===== config.mk =====
export PLATFORM = sky130hd
export DESIGN_NAME = hva_sqrt
export DESIGN_NICKNAME = d
export VERILOG_FILES = /design/src/rtl/core/hva_pkg.sv /design/src/rtl/core/hva_sqrt.sv
export SDC_FILE = /design/constraint.sdc
export NUM_CORES = 2
export LEC_CHECK = 0
export BUFFER_PORTS_ARGS = -buffer_cell sky130_fd_sc_hd__buf_4
export CAP_MARGIN = 10
export CORE_ASPECT_RATIO = 1.75
export CORE_UTILIZATION = 57
export DETAILED_ROUTE_END_ITERATION = 10
export PLACE_DENSITY = 0.84
export SKIP_CTS_REPAIR_TIMING = 1
export SLEW_MARGIN = 10
export SYNTH_ARGS = -nofsm -noshare
export SYNTH_HDL_FRONTEND = slang
export SYNTH_SLANG_ARGS = --single-unit
export TNS_END_PERCENT = 10

===== constraint.sdc =====
create_clock -name clk -period 3.3 [get_ports clk]
set_input_delay 0.33 -clock clk [delete_from_list [all_inputs] [get_ports clk]]
set_output_delay 0.33 -clock clk [all_outputs]
set_load 0.005 [all_outputs]

===== src/rtl/core/hva_pkg.sv =====
// Shared types and constants for the homogeneous vector ALU.
// No dependencies; compiled first.
package hva_pkg;

  localparam int WORD_BITS     = 32;
  localparam int FRACTION_BITS = 16;
  localparam int TOL_BITS      = 16;
  localparam logic [TOL_BITS-1:0] TOL_RESET = TOL_BITS'(1);
  localparam int MODE_BITS     = 3;
  localparam int ERR_BITS      = 2;

  typedef enum logic [MODE_BITS-1:0] {
    MODE_ADD  = 3'd0,
    MODE_SUB  = 3'd1,
    MODE_NEG  = 3'd2,
    MODE_MAG  = 3'd3,
    MODE_NORM = 3'd4,
    MODE_EQ   = 3'd5
  } mode_t;

  typedef enum logic [ERR_BITS-1:0] {
    ERR_NONE         = 2'd0,
    ERR_PT_PLUS_PT   = 2'd1,
    ERR_VEC_MINUS_PT = 2'd2,
    ERR_ZERO_NORM    = 2'd3
  } err_t;

  // sideband that rides the pipeline next to the data
  typedef struct packed {
    logic [MODE_BITS-1:0] mode;
    logic                 aw;
    logic                 rw;
    err_t                 err;
    logic                 same;
  } ctl_t;

  localparam int CTL_BITS = $bits(ctl_t);

endpackage


===== src/rtl/core/hva_sqrt.sv =====
// Pipelined integer square root, one root bit per stage, with sideband delay.
// Depends on hva_pkg (style only).
module hva_sqrt #(
  parameter int RB   = hva_pkg::WORD_BITS + 1,
  parameter int SIDE = 8
) (
  input  logic              clk,
  input  logic              rst,
  input  logic              en,
  input  logic              in_valid,
  input  logic [2*RB-1:0]   rad,
  input  logic [SIDE-1:0]   side_in,
  output logic              out_valid,
  output logic [RB-1:0]     root,
  output logic [SIDE-1:0]   side_out
);
  import hva_pkg::*;

  logic              v_q    [RB+1];
  logic [2*RB-1:0]   rad_q  [RB+1];
  logic [RB:0]       rem_q  [RB+1];
  logic [RB-1:0]     root_q [RB+1];
  logic [SIDE-1:0]   side_q [RB+1];

  assign v_q[0]    = in_valid;
  assign rad_q[0]  = rad;
  assign rem_q[0]  = '0;
  assign root_q[0] = '0;
  assign side_q[0] = side_in;

  for (genvar k = 0; k < RB; k++) begin : g_stage
    logic [RB+2:0] rem_sh, trial;
    logic          fits;
    always_comb begin
      rem_sh = {rem_q[k], rad_q[k][2*RB-1 -: 2]};
      trial  = {1'b0, root_q[k], 2'b01};
      fits   = rem_sh >= trial;
    end
    always_ff @(posedge clk) begin
      if (rst) v_q[k+1] <= 1'b0;
      else if (en) v_q[k+1] <= v_q[k];
    end
    always_ff @(posedge clk) begin
      if (en) begin
        rad_q[k+1]  <= {rad_q[k][2*RB-3:0], 2'b00};
        rem_q[k+1]  <= fits ? (RB+1)'(rem_sh - trial) : rem_sh[RB:0];
        root_q[k+1] <= {root_q[k][RB-2:0], fits};
        side_q[k+1] <= side_q[k];
      end
    end
  end

  assign out_valid = v_q[RB];
  assign root      = root_q[RB];
  assign side_out  = side_q[RB];

endmodule


==> impl_metrics.py <==
metrics = {
    "setup_path": {
        "path_max_fanout": 11,
        "cp.arrival_ns": 4.34,
        "r2r_cells": 13,
        "startpoint_type": "flop",
        "endpoint_kind": "flop",
        "worstPathRequired_ns": 3.92,
        "worstSetupPathType": "reg -> reg",
    },
    "routing": {
        "post-route-drc-count": 0,
        "antenna_left": 0,
        "via_per_inst": 5.821,
        "vias": 86410,
        "wl_per_cell_um": 22.53,
        "routed_wl_mm": 334.3,
        "dr.first_iter.drc_count": 6012,
        "firstDrtPassIters": 9,
    },
    "floorplanning": {
        "die-area_mm2": 0.2340,
        "die_x_um": 366.1,
        "rows": 233,
        "fp.coreArea_mm2": 0.2303,
        "start_util_pct": 57.41,
        "ios": 120,
        "die_h_um": 639.1,
    },
    "grt": {
        "grt_remaining_overflow": 0,
        "grt_max_degree": 119,
        "grt_pass1_vias": 89960,
        "grt.total_usage_pct": 27.09,
        "antenna_found_initial": 15,
        "grt_pass1_wl_mm": 487.0,
    },
    "sta": {
        "fmax_mhz": 268.6,
        "rsz0062_at_grt": "yes",
        "period_minus_slack_ns": 3.723,
        "max-slew-margin-rel_pct": 21.77,
        "setup_violations": 405,
        "slew_violations": 0,
        "skew_ns": 0.05129,
        "hold_viol_final": 0,
        "setup_ws_ns": -0.4234,
        "min_period_over_period_pct": 112.8,
        "tightest_slew_ns": 1.163,
    },
    "yosys": {
        "muxShareOfSynthArea_pct": 1.025,
        "synth_top_family_by_area": "simple AND/OR/NAND/NOR gates",
        "synthSimpleGateAreaFrac_pct": 9.008,
        "synth_compound_area_share_pct": 9.002,
        "postSynthCellCount": 9848,
        "synth_flop_cell": "edfxtp_1",
        "synth_xor_area_share_pct": 5.790,
        "synth_cell_type_count": 91,
        "avgSynthCellArea_um2": 13.43,
        "ys.warnings.count": 0,
        "synthAdderAreaFrac_pct": 5.640,
        "ys_seq_area_share_pct": 66.78,
        "synth_edf_count": 2918,
        "synthArstFlopShare_pct": 0,
        "synth_area_mm2": 0.1322,
        "synth_nets": 10520,
        "synth-seq-cells": 2951,
    },
    "clock_network": {
        "htree_levels": 5,
        "cts_tree": "built",
        "cts.sinks": 2951,
        "cts_buffer_depth": 4,
        "insertion_delay_ns": 0.88,
        "clockRootBuffer": "clkbuf_16",
        "path_clk_slew_ns": 0.07,
        "cts_buffers": 275,
    },
    "cells_and_area": {
        "final_cell_mix": "2,918 x edfxtp_1, 1,421 x buf_4, 732 x inv_1, 633 x nor2_1, 606 x nand2_1",
        "syn2layout_area_growth_pct": 21.16,
        "drive_above_1_share_pct": 20.72,
        "layout_commonest_cell": "edfxtp_1",
        "fin_nets": 12200,
        "n_fill_cell": 14730,
    },
    "power": {
        "ir_worst_vdd_mv": 0.8429,
        "pwr-share-comb_pct": 25.2,
        "p_leak_nw": 63.11,
        "internal-power_mw": 77.31,
        "power.density_mw_per_mm2": 680.8,
        "power.total_mw": 109.1,
        "swShare_pct": 29.11,
        "clkPwrFrac_pct": 29.0,
        "pwr-share-seq_pct": 45.8,
        "switchingPower_mw": 31.75,
    },
    "min_path": {
        "min_delay_path_depth": 1,
        "min_path_type": "in -> reg",
    },
    "outcome": {
        "violations": "setup timing",
        "outcome": "finished, violations left",
    },
    "place": {
        "dp_slack_ns": -0.7131,
        "routabilityCongestion": 1.014,
        "io_buffer_count": 119,
        "place_hpwl_mm": 232.6,
    },
    "run": {
        "drv_cap": 0,
    },
}
[stage by stage]
step	instances	utilization [%]	setup TNS, ns	hold WS (ns)	instance area (um2)
floorplan	9848	-	-3.628	0.4003	132200
global placement	14140	63.85	-105.67	0.4001	147000
detailed placement	14140	63.85	-135.51	0.4045	147000
CTS	14620	67.67	-151.43	-0.4310	155800
global route	14840	69.55	-97.53	0.08630	160200
finish	14840	69.55	-41.60	0.06860	160200
[critical path, stage by stage (launching register included)]
cell and delay [ns]:
edfxtp_1 0.39, inv_1 0.10, ha_1 0.25, nand2b_4 0.16, a211o_1 0.36, a21oi_2 0.19
o21a_2 0.19, a31oi_1 0.10, buf_4 0.17, o41a_1 0.55, a31oi_2 0.27, or3_4 0.22
buf_12 0.18, mux2_2 0.36
[routing by layer]
metal / global-route usage (%) / up-vias / routed length, um
met2: 53.33 / 3110 / 186700
met5: 0 / - / 0
met1: 22.83 / 42030 / 98260
met3: 3.802 / 1468 / 14330
met4: 24.49 / 0 / 35020
li1: - / 39800 / -
[final cells by class]
type	instances	area, um2	area share (%)
Timing Repair Buffer	1609	13530	8.448
Inverter	746	2803	1.750
Sequential cell	2951	88280	55.11
Multi-Input combinational cell	5947	42830	26.74
Antenna cell	49	122.6	0.07655
Clock inverter	158	1520	0.9490
Clock buffer	328	7272	4.540
Tap cell	3055	3822	2.386
[power by group through the flow]
stage,combinational [mW],clock [mW],sequential [mW]
6_report,27.4,31.6,50.0
5_1_grt,29.5,33.5,50.3
4_1_cts,25.1,32.1,49.8
3_5_place_dp,24.9,0,50.5
3_3_place_gp,23.8,0,50.3
2_1_floorplan,14.9,0,49.4
[worst paths after layout]
path,start,end,slack (ns)
max reg2reg,g_stage[31].rem_sh[0]$_DFFE_PP_,g_stage[32].rem_sh[28]$_DFFE_PP_,-0.42
min reg2reg,side_q[231]$_DFFE_PP_,side_q[223]$_DFFE_PP_,0.40
max,g_stage[31].rem_sh[0]$_DFFE_PP_,g_stage[32].rem_sh[28]$_DFFE_PP_,-0.42
min,en,rad_q[2129]$_DFFE_PP_,0.07
[logic make-up (layout without fill, tap and decap cells)]
kind of cell,Yosys count,after routing
XOR/XNOR,874,874
flip-flops,2951,2951
multiplexers,125,125
AO/OA/AOI/OAI,1922,1922
buffers and inverters,950,2841
other,1,50
AND/OR/NAND/NOR,2429,2429
adder cells (fa/ha/maj),596,596
[registers in the layout, summed over array words and instances (netlist names)]
signal          count
out_valid           1
g_stage.trial     528
root               33
side_out            8
side_q            256
g_stage.rem_sh   1101
v_q                32
rad_q             992
[Yosys cell counts, types with 212 or more instances]
cell type | count | share of area [%]
nor3_1 | 212 | 0.80
nand2_1 | 615 | 1.7
a21o_1 | 269 | 1.5
xnor2_1 | 436 | 2.9
nor2_1 | 644 | 1.8
inv_1 | 743 | 2.1
a21oi_1 | 619 | 2.3
ha_1 | 596 | 5.6
xor2_1 | 438 | 2.9
o21ai_0 | 471 | 1.8
edfxtp_1 | 2918 | 66
(Power assumes the default switching activity.)
